<file path="src/sfa_pkg.sv">
// Package: shared types, constants and codes for the sprite frame animator.
`timescale 1ns / 1ps
`default_nettype none
package sfa_pkg;
    localparam int MAX_ANIMS = 16;
    localparam int IDX_W = $clog2(MAX_ANIMS);
    localparam int CNT_W = $clog2(MAX_ANIMS + 1);
    localparam int ENTRY_W = 56;

    localparam logic [1:0] OP_TICK = 2'd0;
    localparam logic [1:0] OP_DEFINE = 2'd1;
    localparam logic [1:0] OP_SELECT = 2'd2;
    localparam logic [1:0] OP_UNUSED = 2'd3;

    localparam logic [2:0] REG_PERIOD = 3'd0;
    localparam logic [2:0] REG_WIDTH = 3'd1;
    localparam logic [2:0] REG_HEIGHT = 3'd2;
    localparam logic [2:0] REG_PER_ROW = 3'd3;
    localparam logic [2:0] REG_NUM_FRAMES = 3'd4;
    localparam logic [2:0] REG_PAUSED = 3'd5;
    localparam logic [2:0] REG_DEFAULT_ID = 3'd6;

    typedef enum logic [3:0] {
        t_ST_IDLE,
        t_ST_SEARCH,
        t_ST_APPLY,
        t_ST_LOAD,
        t_ST_DIV_TICK,
        t_ST_DIV_FRAME,
        t_ST_DIV_LEN,
        t_ST_DIV_ROW,
        t_ST_MUL,
        t_ST_OUT
    } t_state;

    // Commands from the controller to the datapath
    typedef struct packed {
        logic capture;
        logic search_init;
        logic search_step;
        logic apply;
        logic load_cur;
        logic mul_len;
        logic div_start;
        logic [1:0] div_sel;
        logic div_done_tick;
        logic mul;
        logic emit;
    } t_cmd;

    // Status from the datapath back to the controller
    typedef struct packed {
        logic search_done;
        logic div_done;
        logic paused;
    } t_status;

    localparam logic [1:0] DIV_TICK = 2'd0;
    localparam logic [1:0] DIV_FRAME = 2'd1;
    localparam logic [1:0] DIV_LEN = 2'd2;
    localparam logic [1:0] DIV_ROW = 2'd3;
endpackage
`default_nettype wire

</file>
<file path="src/sfa_divider.sv">
// Restoring serial divider, one quotient bit per cycle, 24-bit operands.
`timescale 1ns / 1ps
`default_nettype none
module sfa_divider (
    input  wire logic        i_clk,
    input  wire logic        i_rst_n,
    input  wire logic        i_start,
    input  wire logic [23:0] i_num,
    input  wire logic [23:0] i_den,
    output logic             o_done,
    output logic [23:0]      o_quot,
    output logic [23:0]      o_rem
);
    logic [23:0] r_quot;
    logic [24:0] r_rem;
    logic [23:0] r_den;
    logic [4:0]  r_cnt;
    logic        r_busy;
    logic        r_done;
    logic [24:0] w_shift;
    logic [24:0] w_diff;

    assign w_shift = {r_rem[23:0], r_quot[23]};
    assign w_diff = w_shift - {1'b0, r_den};

    // One shift-subtract step per cycle
    always_ff @(posedge i_clk) begin
        if (!i_rst_n) begin
            r_busy <= 1'b0;
            r_done <= 1'b0;
            r_cnt <= '0;
        end else begin
            r_done <= 1'b0;
            if (i_start) begin
                r_busy <= 1'b1;
                r_cnt <= 5'd0;
            end else if (r_busy) begin
                r_cnt <= r_cnt + 5'd1;
                if (r_cnt == 5'd23) begin
                    r_busy <= 1'b0;
                    r_done <= 1'b1;
                end
            end
        end
    end

    always_ff @(posedge i_clk) begin
        if (i_start) begin
            r_quot <= i_num;
            r_rem <= '0;
            r_den <= i_den;
        end else if (r_busy) begin
            if (!w_diff[24]) begin
                r_rem <= w_diff;
                r_quot <= {r_quot[22:0], 1'b1};
            end else begin
                r_rem <= w_shift;
                r_quot <= {r_quot[22:0], 1'b0};
            end
        end
    end

    assign o_done = r_done;
    assign o_quot = r_quot;
    assign o_rem = r_rem[23:0];
endmodule
`default_nettype wire

</file>
<file path="src/sfa_ram.sv">
// Generic single-port-write RAM with registered read.
`timescale 1ns / 1ps
`default_nettype none
module sfa_ram #(
    parameter int WIDTH = 8,
    parameter int DEPTH = 16
) (
    input  wire logic                     i_clk,
    input  wire logic                     i_we,
    input  wire logic [$clog2(DEPTH)-1:0] i_waddr,
    input  wire logic [WIDTH-1:0]         i_wdata,
    input  wire logic [$clog2(DEPTH)-1:0] i_raddr,
    output logic [WIDTH-1:0]              o_rdata
);
    logic [WIDTH-1:0] r_mem [DEPTH];

    always_ff @(posedge i_clk) begin
        if (i_we) begin
            r_mem[i_waddr] <= i_wdata;
        end
        o_rdata <= r_mem[i_raddr];
    end
endmodule
`default_nettype wire

</file>
<file path="src/sfa_datapath.sv">
// Datapath: registers, animation table, serial divider and rectangle math.
`timescale 1ns / 1ps
`default_nettype none
module sfa_datapath (
    input  wire logic                     i_clk,
    input  wire logic                     i_rst_n,
    input  wire sfa_pkg::t_cmd            i_cmd,
    output sfa_pkg::t_status              o_status,
    input  wire logic                     i_cfg_we,
    input  wire logic [2:0]               i_cfg_addr,
    input  wire logic [31:0]              i_cfg_data,
    input  wire logic [1:0]               i_operation,
    input  wire logic [15:0]              i_delta_ms,
    input  wire logic [31:0]              i_anim_id,
    input  wire logic [11:0]              i_start_frame,
    input  wire logic [11:0]              i_end_frame,
    input  wire logic signed [15:0]       i_base_x,
    input  wire logic signed [15:0]       i_base_y,
    output logic                          o_valid,
    output logic signed [31:0]            o_left,
    output logic signed [31:0]            o_top,
    output logic signed [31:0]            o_right,
    output logic signed [31:0]            o_bottom,
    output logic [11:0]                   o_frame_index,
    output logic                          o_accepted
);
    localparam int IW = sfa_pkg::IDX_W;
    localparam int CW = sfa_pkg::CNT_W;

    // Configuration registers
    logic [9:0]  r_period;
    logic [11:0] r_fw, r_fh, r_fpr;
    logic [12:0] r_nf;
    logic        r_paused;
    logic [31:0] r_def_id;

    always_ff @(posedge i_clk) begin
        if (!i_rst_n) begin
            r_period <= 10'd33;
            r_fw <= 12'd32;
            r_fh <= 12'd32;
            r_fpr <= 12'd1;
            r_nf <= 13'd1;
            r_paused <= 1'b0;
            r_def_id <= '0;
        end else if (i_cfg_we) begin
            case (i_cfg_addr)
                sfa_pkg::REG_PERIOD:     r_period <= i_cfg_data[9:0];
                sfa_pkg::REG_WIDTH:      r_fw <= i_cfg_data[11:0];
                sfa_pkg::REG_HEIGHT:     r_fh <= i_cfg_data[11:0];
                sfa_pkg::REG_PER_ROW:    r_fpr <= i_cfg_data[11:0];
                sfa_pkg::REG_NUM_FRAMES: r_nf <= i_cfg_data[12:0];
                sfa_pkg::REG_PAUSED:     r_paused <= i_cfg_data[0];
                sfa_pkg::REG_DEFAULT_ID: r_def_id <= i_cfg_data;
                default: ;
            endcase
        end
    end
    assign o_status.paused = r_paused;

    // Effective (clamped) settings
    logic [9:0]  w_period;
    logic [12:0] w_nf;
    logic [11:0] w_fpr;
    always_comb begin
        w_period = (r_period == 10'd0) ? 10'd1 : ((r_period > 10'd1000) ? 10'd1000 : r_period);
        w_nf = (r_nf == 13'd0) ? 13'd1 : ((r_nf > 13'd4096) ? 13'd4096 : r_nf);
        w_fpr = (r_fpr == 12'd0) ? 12'd1 : r_fpr;
    end

    // Captured request
    logic [1:0]  r_op;
    logic [15:0] r_delta;
    logic [31:0] r_id;
    logic [11:0] r_sf, r_ef;
    logic [15:0] r_bx, r_by;
    always_ff @(posedge i_clk) begin
        if (i_cmd.capture) begin
            r_op <= i_operation;
            r_delta <= i_delta_ms;
            r_id <= i_anim_id;
            r_sf <= i_start_frame;
            r_ef <= i_end_frame;
            r_bx <= i_base_x;
            r_by <= i_base_y;
        end
    end

    // Table: RAM for entries 1..N-1, entry zero follows the default registers
    // unless redefined; r_e0_* hold a redefinition of entry zero.
    logic [CW-1:0] r_count;
    logic [IW-1:0] r_cur;
    logic [22:0]   r_time;
    logic          r_e0_ovr;
    logic [11:0]   r_e0_first, r_e0_last;
    logic [IW-1:0] r_sidx;
    logic          r_found, r_sdone, r_pend;
    logic [IW-1:0] r_fidx;
    logic [sfa_pkg::ENTRY_W-1:0] w_rdata;
    logic [IW-1:0] w_raddr;
    logic          w_we;
    logic [IW-1:0] w_waddr;
    logic [31:0]   w_rid;
    logic [11:0]   w_e0_last;
    logic [11:0]   r_ef_fix;
    logic          w_frames_ok;
    logic [22:0]   w_dquot_rem;

    assign w_e0_last = 12'(w_nf - 13'd1);
    assign w_rid = (r_sidx == '0) ? r_def_id : w_rdata[55:24];

    sfa_ram #(.WIDTH(sfa_pkg::ENTRY_W), .DEPTH(sfa_pkg::MAX_ANIMS)) u_ram (
        .i_clk(i_clk), .i_we(w_we), .i_waddr(w_waddr),
        .i_wdata({r_id, r_sf, r_ef_fix}), .i_raddr(w_raddr), .o_rdata(w_rdata)
    );

    assign r_ef_fix = (r_ef < r_sf) ? r_sf : r_ef;
    assign w_frames_ok = ({1'b0, r_sf} < w_nf) && ({1'b0, r_ef} < w_nf);
    assign w_waddr = r_found ? r_fidx : r_count[IW-1:0];
    assign w_we = i_cmd.apply && (r_op == sfa_pkg::OP_DEFINE) && w_frames_ok
                  && (r_found ? (r_fidx != '0)
                              : (r_count < CW'(sfa_pkg::MAX_ANIMS)));
    assign w_raddr = (i_cmd.load_cur) ? r_cur : r_sidx;

    // Search visits one entry at a time, waiting on the registered RAM read; r_pend marks RAM data for r_sidx
    always_ff @(posedge i_clk) begin
        if (!i_rst_n) begin
            r_sidx <= '0;
            r_found <= 1'b0;
            r_sdone <= 1'b0;
            r_pend <= 1'b0;
            r_fidx <= '0;
        end else if (i_cmd.search_init) begin
            r_sidx <= '0;
            r_found <= 1'b0;
            r_sdone <= 1'b0;
            r_pend <= 1'b0;
        end else if (i_cmd.search_step && !r_sdone) begin
            if (!r_pend) begin
                r_pend <= 1'b1;
            end else begin
                r_pend <= 1'b0;
                if (w_rid == r_id) begin
                    r_found <= 1'b1;
                    r_fidx <= r_sidx;
                    r_sdone <= 1'b1;
                end else if ({1'b0, r_sidx} + CW'(1) >= r_count) begin
                    r_sdone <= 1'b1;
                end else begin
                    r_sidx <= r_sidx + IW'(1);
                end
            end
        end
    end
    assign o_status.search_done = r_sdone;

    // Apply the request to state, clear entry-zero override, store tick time
    logic r_acc;
    always_ff @(posedge i_clk) begin
        if (!i_rst_n) begin
            r_count <= CW'(1);
            r_cur <= '0;
            r_time <= '0;
            r_e0_ovr <= 1'b0;
            r_acc <= 1'b0;
        end else begin
            if (i_cfg_we && (i_cfg_addr == sfa_pkg::REG_NUM_FRAMES
                             || i_cfg_addr == sfa_pkg::REG_DEFAULT_ID)) begin
                r_e0_ovr <= 1'b0;
            end
            if (i_cmd.apply) begin
                r_acc <= 1'b0;
                case (r_op)
                    sfa_pkg::OP_TICK: r_acc <= 1'b1;
                    sfa_pkg::OP_DEFINE: begin
                        if (w_frames_ok) begin
                            if (r_found) begin
                                r_acc <= 1'b1;
                                if (r_fidx == '0) begin
                                    r_e0_ovr <= 1'b1;
                                    r_e0_first <= r_sf;
                                    r_e0_last <= r_ef_fix;
                                end
                            end else if (r_count < CW'(sfa_pkg::MAX_ANIMS)) begin
                                r_acc <= 1'b1;
                                r_count <= r_count + CW'(1);
                            end
                        end
                    end
                    sfa_pkg::OP_SELECT: begin
                        if (r_found) begin
                            r_acc <= 1'b1;
                            r_cur <= r_fidx;
                            r_time <= '0;
                        end
                    end
                    default: ;
                endcase
            end
            if (i_cmd.div_done_tick) begin
                r_time <= w_dquot_rem;
            end
        end
    end

    // Current entry first and length
    logic [11:0] r_first;
    logic [12:0] r_len;
    logic [11:0] w_cf, w_cl;
    always_comb begin
        if (r_cur == '0) begin
            w_cf = r_e0_ovr ? r_e0_first : 12'd0;
            w_cl = r_e0_ovr ? r_e0_last : w_e0_last;
        end else begin
            w_cf = w_rdata[23:12];
            w_cl = w_rdata[11:0];
        end
    end
    always_ff @(posedge i_clk) begin
        if (i_cmd.mul_len) begin
            r_first <= w_cf;
            r_len <= 13'({1'b0, w_cl} - {1'b0, w_cf} + 13'd1);
        end
    end

    // Divider sharing
    logic [23:0] w_dnum, w_dden, w_dq, w_dr, w_dquot_rem_w;
    logic [23:0] r_span, r_q;
    logic [11:0] r_frame;
    logic        w_ddone;
    assign w_dquot_rem = w_dr[22:0];
    always_comb begin
        case (i_cmd.div_sel)
            sfa_pkg::DIV_TICK:  begin w_dnum = 24'(r_time) + 24'(r_delta); w_dden = r_span; end
            sfa_pkg::DIV_FRAME: begin w_dnum = 24'(r_time); w_dden = 24'(w_period); end
            sfa_pkg::DIV_LEN:   begin w_dnum = r_q; w_dden = 24'(r_len); end
            default:            begin w_dnum = 24'(r_frame); w_dden = 24'(w_fpr); end
        endcase
    end
    assign w_dquot_rem_w = w_dq;

    sfa_divider u_div (
        .i_clk(i_clk), .i_rst_n(i_rst_n), .i_start(i_cmd.div_start),
        .i_num(w_dnum), .i_den(w_dden), .o_done(w_ddone),
        .o_quot(w_dq), .o_rem(w_dr)
    );
    assign o_status.div_done = w_ddone;

    // Span, quotient, frame and row/col bookkeeping
    logic [11:0] r_row, r_col;
    always_ff @(posedge i_clk) begin
        if (i_cmd.mul_len) begin
            r_span <= 24'(w_period) * 24'({1'b0, w_cl} - {1'b0, w_cf} + 13'd1);
        end
        if (w_ddone) begin
            case (i_cmd.div_sel)
                sfa_pkg::DIV_FRAME: r_q <= w_dquot_rem_w;
                sfa_pkg::DIV_LEN:   r_frame <= 12'(r_first + w_dr[11:0]);
                sfa_pkg::DIV_ROW: begin
                    r_row <= w_dq[11:0];
                    r_col <= w_dr[11:0];
                end
                default: ;
            endcase
        end
    end

    // Rectangle products then output register
    logic [23:0] r_px, r_py;
    always_ff @(posedge i_clk) begin
        if (i_cmd.mul) begin
            r_px <= 24'(r_fw) * 24'(r_col);
            r_py <= 24'(r_fh) * 24'(r_row);
        end
    end

    logic [31:0] w_left, w_top;
    assign w_left = {{16{r_bx[15]}}, r_bx} + {8'd0, r_px};
    assign w_top = {{16{r_by[15]}}, r_by} + {8'd0, r_py};

    always_ff @(posedge i_clk) begin
        if (!i_rst_n) begin
            o_valid <= 1'b0;
        end else begin
            o_valid <= i_cmd.emit;
        end
        if (i_cmd.emit) begin
            o_left <= w_left;
            o_top <= w_top;
            o_right <= w_left + {20'd0, r_fw};
            o_bottom <= w_top + {20'd0, r_fh};
            o_frame_index <= r_frame;
            o_accepted <= r_acc;
        end
    end
endmodule
`default_nettype wire

</file>
<file path="src/sfa_controller.sv">
// Controller: sequences search, update and serial divisions per request.
`timescale 1ns / 1ps
`default_nettype none
module sfa_controller (
    input  wire logic             i_clk,
    input  wire logic             i_rst_n,
    input  wire logic             i_start,
    input  wire logic [1:0]       i_operation,
    input  wire sfa_pkg::t_status i_status,
    output sfa_pkg::t_cmd         o_cmd,
    output logic                  o_busy
);
    sfa_pkg::t_state r_state, n_state;
    logic [1:0] r_op;
    logic       r_go;

    always_ff @(posedge i_clk) begin
        if (!i_rst_n) begin
            r_state <= sfa_pkg::t_ST_IDLE;
            r_op <= '0;
            r_go <= 1'b0;
        end else begin
            r_state <= n_state;
            if (r_state == sfa_pkg::t_ST_IDLE && i_start) r_op <= i_operation;
            r_go <= (n_state != r_state);
        end
    end

    // Next state
    always_comb begin
        n_state = r_state;
        case (r_state)
            sfa_pkg::t_ST_IDLE:
                if (i_start) n_state = sfa_pkg::t_ST_SEARCH;
            sfa_pkg::t_ST_SEARCH:
                if (r_op == sfa_pkg::OP_TICK || i_status.search_done)
                    n_state = sfa_pkg::t_ST_APPLY;
            sfa_pkg::t_ST_APPLY: n_state = sfa_pkg::t_ST_LOAD;
            sfa_pkg::t_ST_LOAD:
                if (!r_go)
                    n_state = (r_op == sfa_pkg::OP_TICK && !i_status.paused)
                              ? sfa_pkg::t_ST_DIV_TICK : sfa_pkg::t_ST_DIV_FRAME;
            sfa_pkg::t_ST_DIV_TICK:
                if (i_status.div_done) n_state = sfa_pkg::t_ST_DIV_FRAME;
            sfa_pkg::t_ST_DIV_FRAME:
                if (i_status.div_done) n_state = sfa_pkg::t_ST_DIV_LEN;
            sfa_pkg::t_ST_DIV_LEN:
                if (i_status.div_done) n_state = sfa_pkg::t_ST_DIV_ROW;
            sfa_pkg::t_ST_DIV_ROW:
                if (i_status.div_done) n_state = sfa_pkg::t_ST_MUL;
            sfa_pkg::t_ST_MUL: n_state = sfa_pkg::t_ST_OUT;
            sfa_pkg::t_ST_OUT: n_state = sfa_pkg::t_ST_IDLE;
            default: n_state = sfa_pkg::t_ST_IDLE;
        endcase
    end

    // Outputs
    always_comb begin
        o_cmd = '0;
        o_busy = (r_state != sfa_pkg::t_ST_IDLE);
        case (r_state)
            sfa_pkg::t_ST_IDLE: begin
                o_cmd.capture = i_start;
                o_cmd.search_init = i_start;
            end
            sfa_pkg::t_ST_SEARCH: o_cmd.search_step = 1'b1;
            sfa_pkg::t_ST_APPLY: o_cmd.apply = 1'b1;
            sfa_pkg::t_ST_LOAD: begin
                o_cmd.load_cur = 1'b1;
                o_cmd.mul_len = !r_go;
            end
            sfa_pkg::t_ST_DIV_TICK: begin
                o_cmd.div_sel = sfa_pkg::DIV_TICK;
                o_cmd.div_start = r_go;
                o_cmd.div_done_tick = i_status.div_done;
            end
            sfa_pkg::t_ST_DIV_FRAME: begin
                o_cmd.div_sel = sfa_pkg::DIV_FRAME;
                o_cmd.div_start = r_go;
            end
            sfa_pkg::t_ST_DIV_LEN: begin
                o_cmd.div_sel = sfa_pkg::DIV_LEN;
                o_cmd.div_start = r_go;
            end
            sfa_pkg::t_ST_DIV_ROW: begin
                o_cmd.div_sel = sfa_pkg::DIV_ROW;
                o_cmd.div_start = r_go;
            end
            sfa_pkg::t_ST_MUL: o_cmd.mul = 1'b1;
            sfa_pkg::t_ST_OUT: o_cmd.emit = 1'b1;
            default: ;
        endcase
    end
endmodule
`default_nettype wire

</file>
<file path="src/sprite_frame_animator_unit.sv">
// Top level: sprite-sheet frame animator, controller plus datapath.
// A request is taken at a clock edge where start is high and busy is low.
// Its result is on the outputs with o_valid for one cycle; busy drops in that
// same cycle, so the next request can be taken at the edge where the result is
// taken. Each request runs serial divisions on one shared divider: four for a
// tick, three for a paused tick. Define, select and unused codes first search
// the table one entry at a time, then run three divisions. The receiver cannot
// stall; results must be taken when o_valid is high. Configuration writes take
// effect at once and belong only where no request is in flight.
`timescale 1ns / 1ps
`default_nettype none
module sprite_frame_animator_unit (
    input  wire logic               i_clk,
    input  wire logic               i_rst_n,
    input  wire logic               start,
    output logic                    busy,
    input  wire logic               i_cfg_we,
    input  wire logic [2:0]         i_cfg_addr,
    input  wire logic [31:0]        i_cfg_data,
    input  wire logic [1:0]         i_operation,
    input  wire logic [15:0]        i_delta_ms,
    input  wire logic [31:0]        i_anim_id,
    input  wire logic [11:0]        i_start_frame,
    input  wire logic [11:0]        i_end_frame,
    input  wire logic signed [15:0] i_base_x,
    input  wire logic signed [15:0] i_base_y,
    output logic                    o_valid,
    output logic signed [31:0]      o_left,
    output logic signed [31:0]      o_top,
    output logic signed [31:0]      o_right,
    output logic signed [31:0]      o_bottom,
    output logic [11:0]             o_frame_index,
    output logic                    o_accepted
);
    sfa_pkg::t_cmd    w_cmd;
    sfa_pkg::t_status w_status;

    sfa_controller u_ctrl (
        .i_clk(i_clk), .i_rst_n(i_rst_n), .i_start(start),
        .i_operation(i_operation),
        .i_status(w_status), .o_cmd(w_cmd), .o_busy(busy)
    );

    sfa_datapath u_dp (
        .i_clk(i_clk), .i_rst_n(i_rst_n), .i_cmd(w_cmd), .o_status(w_status),
        .i_cfg_we(i_cfg_we), .i_cfg_addr(i_cfg_addr), .i_cfg_data(i_cfg_data),
        .i_operation(i_operation), .i_delta_ms(i_delta_ms), .i_anim_id(i_anim_id),
        .i_start_frame(i_start_frame), .i_end_frame(i_end_frame),
        .i_base_x(i_base_x), .i_base_y(i_base_y),
        .o_valid(o_valid), .o_left(o_left), .o_top(o_top), .o_right(o_right),
        .o_bottom(o_bottom), .o_frame_index(o_frame_index), .o_accepted(o_accepted)
    );
endmodule
`default_nettype wire

</file>
<file path="config.mk">
export PLATFORM = sky130hd
export DESIGN_NAME = sprite_frame_animator_unit
export DESIGN_NICKNAME = d
export VERILOG_FILES = /design/src/sfa_pkg.sv /design/src/sfa_divider.sv /design/src/sfa_ram.sv /design/src/sfa_datapath.sv /design/src/sfa_controller.sv /design/src/sprite_frame_animator_unit.sv
export SDC_FILE = /design/constraint.sdc
export NUM_CORES = 2
export LEC_CHECK = 0
export ABC_AREA = 0
export BUFFER_PORTS_ARGS = -buffer_cell sky130_fd_sc_hd__buf_2
export CORE_MARGIN = 1
export CORE_UTILIZATION = 60
export DETAILED_ROUTE_END_ITERATION = 7
export MAX_ROUTING_LAYER = met4
export PLACE_DENSITY = 0.78
export SLEW_MARGIN = 10
export SYNTH_ARGS = -nofsm -noshare
export SYNTH_HDL_FRONTEND = slang
export SYNTH_SLANG_ARGS = --single-unit
</file>
<file path="constraint.sdc">
create_clock -name i_clk -period 24.4 [get_ports i_clk]
set_input_delay 1.22 -clock i_clk [delete_from_list [all_inputs] [get_ports i_clk]]
set_output_delay 1.22 -clock i_clk [all_outputs]
set_load 0.02 [all_outputs]
</file>
# After elaboration in Yosys (flattened, before gate mapping)
# Memories as Yosys holds them, arrays and structs flattened. A register that Yosys moved wholly into a read port is not among the register bits.
# Cells that the tools add are included.
[totals]
reg_bits = 652
latch_bits = 0
ramBits = 896
rom_bits = 0
n_memories = 1
[op_classes]
n_addsub = 16
n_mul = 3
div = 0
n_lt_le_gt_ge = 7
eq_ne = 23
shift = 0
mux = 61
bitwise = 6
n_reduce_logical = 52
[memory_table]
columns = ["memory", "words", "word_bits", "read_ports", "rd_ports_with_merged_regs", "write_ports", "line", "text"]
rows = [
  ["u_dp.u_ram.r_mem", 16, 56, 1, 1, 1, "sfa_ram.sv:15", "logic [WIDTH-1:0] r_mem [DEPTH];"],
]
[ops]
columns = ["op", "count"]
rows = [
  ["24-bit one-hot mux with 3 select lines", 2],
  ["23-bit 2-to-1 mux", 4],
  ["12-bit 2-to-1 mux", 6],
  ["24-bit 2-to-1 mux", 3],
  ["32-bit by 12-bit adder with 32-bit output", 2],
  ["16-bit by 25-bit adder with 26-bit output", 2],
  ["12-bit by 12-bit multiplier with 24-bit output", 2],
  ["4-bit 2-to-1 mux", 9],
  ["4-bit one-hot mux with 9 select lines", 1],
  ["32-bit == test", 1],
  ["32-bit 2-to-1 mux", 1],
  ["1-bit 2-to-1 mux", 27],
  ["12-bit by 13-bit less-than comparator with 1-bit output", 2],
  ["13-bit 2-to-1 mux", 2],
  ["12-bit by 12-bit subtractor with 13-bit output", 2],
  ["25-bit by 24-bit subtractor with 25-bit output", 1],
  ["23-bit by 16-bit adder with 24-bit output", 1],
  ["24-bit by 1-bit adder with 24-bit output (second input constant)", 1],
  ["10-bit by 24-bit multiplier with 24-bit output", 1],
  ["10-bit 2-to-1 mux", 2],
  ["2-bit AND reduction", 10],
  ["4-bit by 3-bit == test with 1-bit output (second input constant)", 4],
  ["4-bit logical NOT", 4],
  ["13-bit by 1-bit adder with 13-bit output (second input constant)", 1],
  ["other kinds (40)", 77],
]

# Logic depth before layout (Yosys ltp)
[depth]
ltp_word = 9
ltp_mapped = 39
ltp_nobuf = 39

# Hierarchy
# A second synthesis with hierarchy kept.
[unflattened]
hier_cells = 6043
area_unflattened_um2 = 81360.5
[modules_own_cells]
columns = ["module", "n_inst", "cells_per_inst", "area_per_inst_um2", "seq_area_each_um2"]
rows = [
  ["sfa_datapath", 1, 4072, 41633.7, 14954.3],
  ["sfa_ram", 1, 1445, 34678.3, 28026.9],
  ["sfa_divider", 1, 457, 4553.1, 2062.0],
  ["sfa_controller", 1, 69, 495.5, 140.1],
]

# Least setup slack after synthesis
# OpenSTA, ideal clock, no wires.
[synth_path]
path_type = "register to register"
start = "register u_dp.r_nf[3]"
end = "register u_dp.r_span[23] (data pin)"
setup_ns = 0.258
arrival_ns = 9.315
required_ns = 24.142
slack_ns = 14.827
stages_incl_launch_ff = 39
path_buffers = 0
synth_period_minus_slack_ns = 9.573
cell_sequence = "dfxtp_1 nor4_1 a41oi_1 or2_2 ha_1 xor2_1 nor2_1 a21oi_1 o21ai_0 ha_1 inv_1 fa_1 nand2_1 a31o_2 xor2_1 nand4_1 or3_1 xnor2_1 [3 not listed] fa_1 fa_1 inv_1 fa_1 inv_1 fa_1 inv_1 ha_1 a21o_1 a211o_1 or3_1 o21ai_2 a211oi_1 or3_1 o31a_1 a41o_1 o41a_1 xor2_1"
[synth_between]
elab_chain_len = 9
[synth_lines]
columns = ["element", "line", "text"]
rows = [
  ["from (decl)", "sfa_datapath.sv:33", "logic [12:0] r_nf;"],
  ["from (signal assigned)", "sfa_datapath.sv:52", "sfa_pkg::REG_NUM_FRAMES: r_nf <= i_cfg_data[12:0];"],
  ["13-bit greater-than comparator", "sfa_datapath.sv:67", "w_nf = (r_nf == 13'd0) ? 13'd1 : ((r_nf > 13'd4096) ? 13'd4096 : r_nf);"],
  ["13-bit 2-to-1 mux", "sfa_datapath.sv:67", ""],
  ["13-bit 2-to-1 mux (*)", "sfa_datapath.sv:67", ""],
  ["12-bit by 1-bit subtractor with 12-bit output (*)", "sfa_datapath.sv:109", "assign w_e0_last = 12'(w_nf - 13'd1);"],
  ["12-bit 2-to-1 mux (*)", "sfa_datapath.sv:213", "w_cl = r_e0_ovr ? r_e0_last : w_e0_last;"],
  ["12-bit 2-to-1 mux (*)", "sfa_datapath.sv:211", "if (r_cur == '0) begin"],
  ["12-bit by 12-bit subtractor with 13-bit output (*)", "sfa_datapath.sv:253", "r_span <= 24'(w_period) * 24'({1'b0, w_cl} - {1'b0, w_cf} + 13'd1);"],
  ["24-bit by 1-bit adder with 24-bit output (*)", "sfa_datapath.sv:253", ""],
  ["10-bit by 24-bit multiplier with 24-bit output (*)", "sfa_datapath.sv:253", ""],
  ["to (signal assigned)", "sfa_datapath.sv:253", ""],
  ["to (decl)", "sfa_datapath.sv:228", "logic [23:0] r_span, r_q;"],
]
# Mark *: on every way between the ends. The rest lies on a longest branch, timed or not.
# A chain may end at the register's enable or synchronous reset.

# Worst setup path in the final report
# Same ends and word-level chain as after synthesis.

==> run metrics <==
via count of the first global-routing pass=51900; setup repair bufs after CTS=0; Overflow after GRT=0; Post-DP HPWL=128000 um; largest area contributor in the netlist=edfxtp_1; worst vdd ir=0.0000609 V; post-layout util=66.9%; PD cells=75.0 mW/mm^2; Netlist cell types=90; Leakage=35.0 nW; worst relative slew slack=13.3%; worst-path cell with the longest stage delay=xnor2_1; Hold Buf Count CTS=0; Vias/cell=6.17; skew final=0.0656 ns; Adder-Cell Fraction of Synth Area=14.0%; CTS H-tree lvls=4; Most common cell on crit path=fa_1; Routed Wire Length=200000 um; DRT antenna net count=0; CP Max Fanout=10; Hold WC Path Type=reg -> reg; layout cells sized above 1=13.8%; Arr. time, crit path=11.42 ns; Die Y-Extent=372 um; initial core utilization=60.6%; CTS Buffer Depth=3; crit start category=flip-flop; Die Area=0.139 mm^2; proportion of netlist area held by the largest area contributor=49.7%; count of TritonRoute iterations in the first routing pass=8; RD Place Congestion=0.925; DR DRC count=0; setup_tns=0 ns; WL/cell=24.0 um; clk_lat worst skew=0.83 ns; Overall Global Routing Usage=30.1%; number of synthesized flops with an enable pin=1360; Final period util=44.7%; Reg area=0.0455 mm^2; Net count, final=7273; post-route cell area=0.0909 mm^2; FF+latch count, synth=1592; Vias=51500; first-pass GRT wire length=304000 um; Die Span X=372 um; initial DRC count=5080; DP Area=0.0855 mm^2; Synth Area in Compound Gates=7.28%; Clock Sinks=1592; multi-input logic area=0.0339 mm^2; CTS tree=built; synth-to-layout area growth=10.5%; Rows=135; Post-synth ARST share=0%; post-synthesis sequential area ratio=55.3%; Post-Synth Simple-Gate Area=9.36%; CTS buffer count=159; Main synth FF type=edfxtp_1; largest family of logic cells by synthesized area=adder cells; Ys Warns=0; CTS clk-pin slew, worst paths=0.07 ns; slowest cell delay on critical path=0.78 ns; status=finished clean; Syn Area/Cell=13.3 um^2; max_cap viols=0; core region area=0.136 mm^2; achievable frequency=0.0918 GHz; unrepaired setup endpoints after global routing=false; # port buffers=287; cts repair resizes=0; Root Buffer=clkbuf_16; Critical Path End Type=flip-flop; multiplexer area fraction after synthesis=7.28%; Syn Nets=7028; synth top area cells=edfxtp_1 (50%), fa_1 (8.6%), mux4_2 (6.1%); XOR/XNOR Fraction of Synth Area=3.01%; cells after synthesis=6174; required time worst endpoint=24.92 ns; clock period minus final worst setup slack=10.90 ns; WS Path Type=reg -> reg; pin count of the biggest net entering global routing=94; Layout fillers=9330; Max Slew Vio Count=0; Synth Cell Area=0.0822 mm^2; Final setup viols=0; Boundary Pins=288; initial antenna violation count=11; Fin. Hold Viols=0; Slew @ Worst Pin=1.29 ns
==> routing by layer <==
layer	track usage (%)	vias up	share of wire [%]
met5	-	-	0
met4	11.1	0	3.4
li1	-	22700	-
met2	48.3	2590	49
met1	38.6	25800	39
met3	5.07	421	9.0
==> synthesized netlist by cell type (77+ instances only) <==
| master | n |
|---|---|
| dfxtp_1 | 232 |
| clkbuf_1 | 206 |
| o21ai_0 | 147 |
| xor2_1 | 77 |
| inv_1 | 516 |
| edfxtp_1 | 1360 |
| xnor2_1 | 199 |
| ha_1 | 357 |
| mux4_2 | 224 |
| fa_1 | 352 |
| a211oi_1 | 82 |
| and2_1 | 292 |
| a21boi_0 | 96 |
| nor2_1 | 214 |
| nor2b_1 | 80 |
| nand2_1 | 690 |
| a21oi_1 | 196 |
==> through the flow <==
stage          setup slack (ns)  power (mW)  instances  hold slack (ns)
2_1_floorplan             14.83        4.05       6174            0.408
3_3_place_gp              13.88        4.32       8039            0.427
3_5_place_dp              13.69        4.36       8039            0.432
4_1_cts                   13.63        6.83       8335            0.444
5_1_grt                   12.94        7.06       8342            0.455
6_report                  13.50        6.82       8344            0.443
==> logic make-up after synthesis <==
group                      Yosys count
and+or+nand+nor                   1593
DFF                               1592
AOI/OAI and AO/OA                  896
buffers and inverters              789
adders and majority gates          709
muxes                              316
xor gates and xnor gates           279
==> layout make-up <==
type                    count  area share, %
inverters                 516           2.14
flip-flops and latches   1592           50.1
repair buffers            357           2.18
diodes                      9         0.0248
clock inverters            85           1.13
clock buffers             211           4.74
multi-input cells        3793           37.3
well taps                1781           2.45
==> critical path: cells and delay by family (launching register included) <==
kind / cells / cell delay, ns
fa+ha+maj: 8 / 3.54
simple gates: 12 / 2.99
compound gates: 10 / 2.29
xor+xnor: 3 / 1.17
flops: 1 / 0.36
buf+inv: 4 / 0.25
==> flip-flops by register name (all words and copies together) (netlist names), 23 cells and up <==
register / flops
u_dp.o_right: 32
u_dp.o_bottom: 32
u_dp.r_q: 24
u_dp.r_time: 23
u_dp.u_div.r_den: 24
u_dp.r_def_id: 32
u_dp.r_span: 24
u_dp.u_div.r_rem: 24
u_dp.u_ram.o_rdata: 56
u_dp.u_div.o_quot: 24
u_dp.o_top: 26
u_dp.r_px: 24
u_dp.o_left: 26
u_dp.u_ram.r_mem: 896
u_dp.r_id: 32
u_dp.r_py: 24
==> report_power, final <==
group	switching [mW]	internal, mW
Combinational	0.647	0.433
Sequential	0.118	3.12
Clock	1.09	1.41
==> path summary, 6_finish.rpt <==
| check | startpoint | endpoint | slack (ns) | cells past startpoint |
|---|---|---|---|---|
| min | u_dp.u_div.o_quot[16] | u_dp.r_q[16] | 0.44 | 0 |
| max | u_dp.r_nf[3] | u_dp.r_span[23] | 13.50 | 37 |
| max reg2reg | u_dp.r_nf[3] | u_dp.r_span[23] | 13.50 | 37 |
| min reg2reg | u_dp.u_div.o_quot[16] | u_dp.r_q[16] | 0.44 | 0 |
==> placed cells by master (no fill, tap or decap), types with 159 or more instances in the layout <==
master and count:
edfxtp_1 1360, nand2_1 689, inv_1 515, ha_1 357, fa_1 352, and2_1 292
buf_2 286, dfxtp_1 231, mux4_2 224, xnor2_1 198, nor2_1 197, a21oi_1 194
clkbuf_16 159
Note: power is estimated with default switching activity, not from simulation.
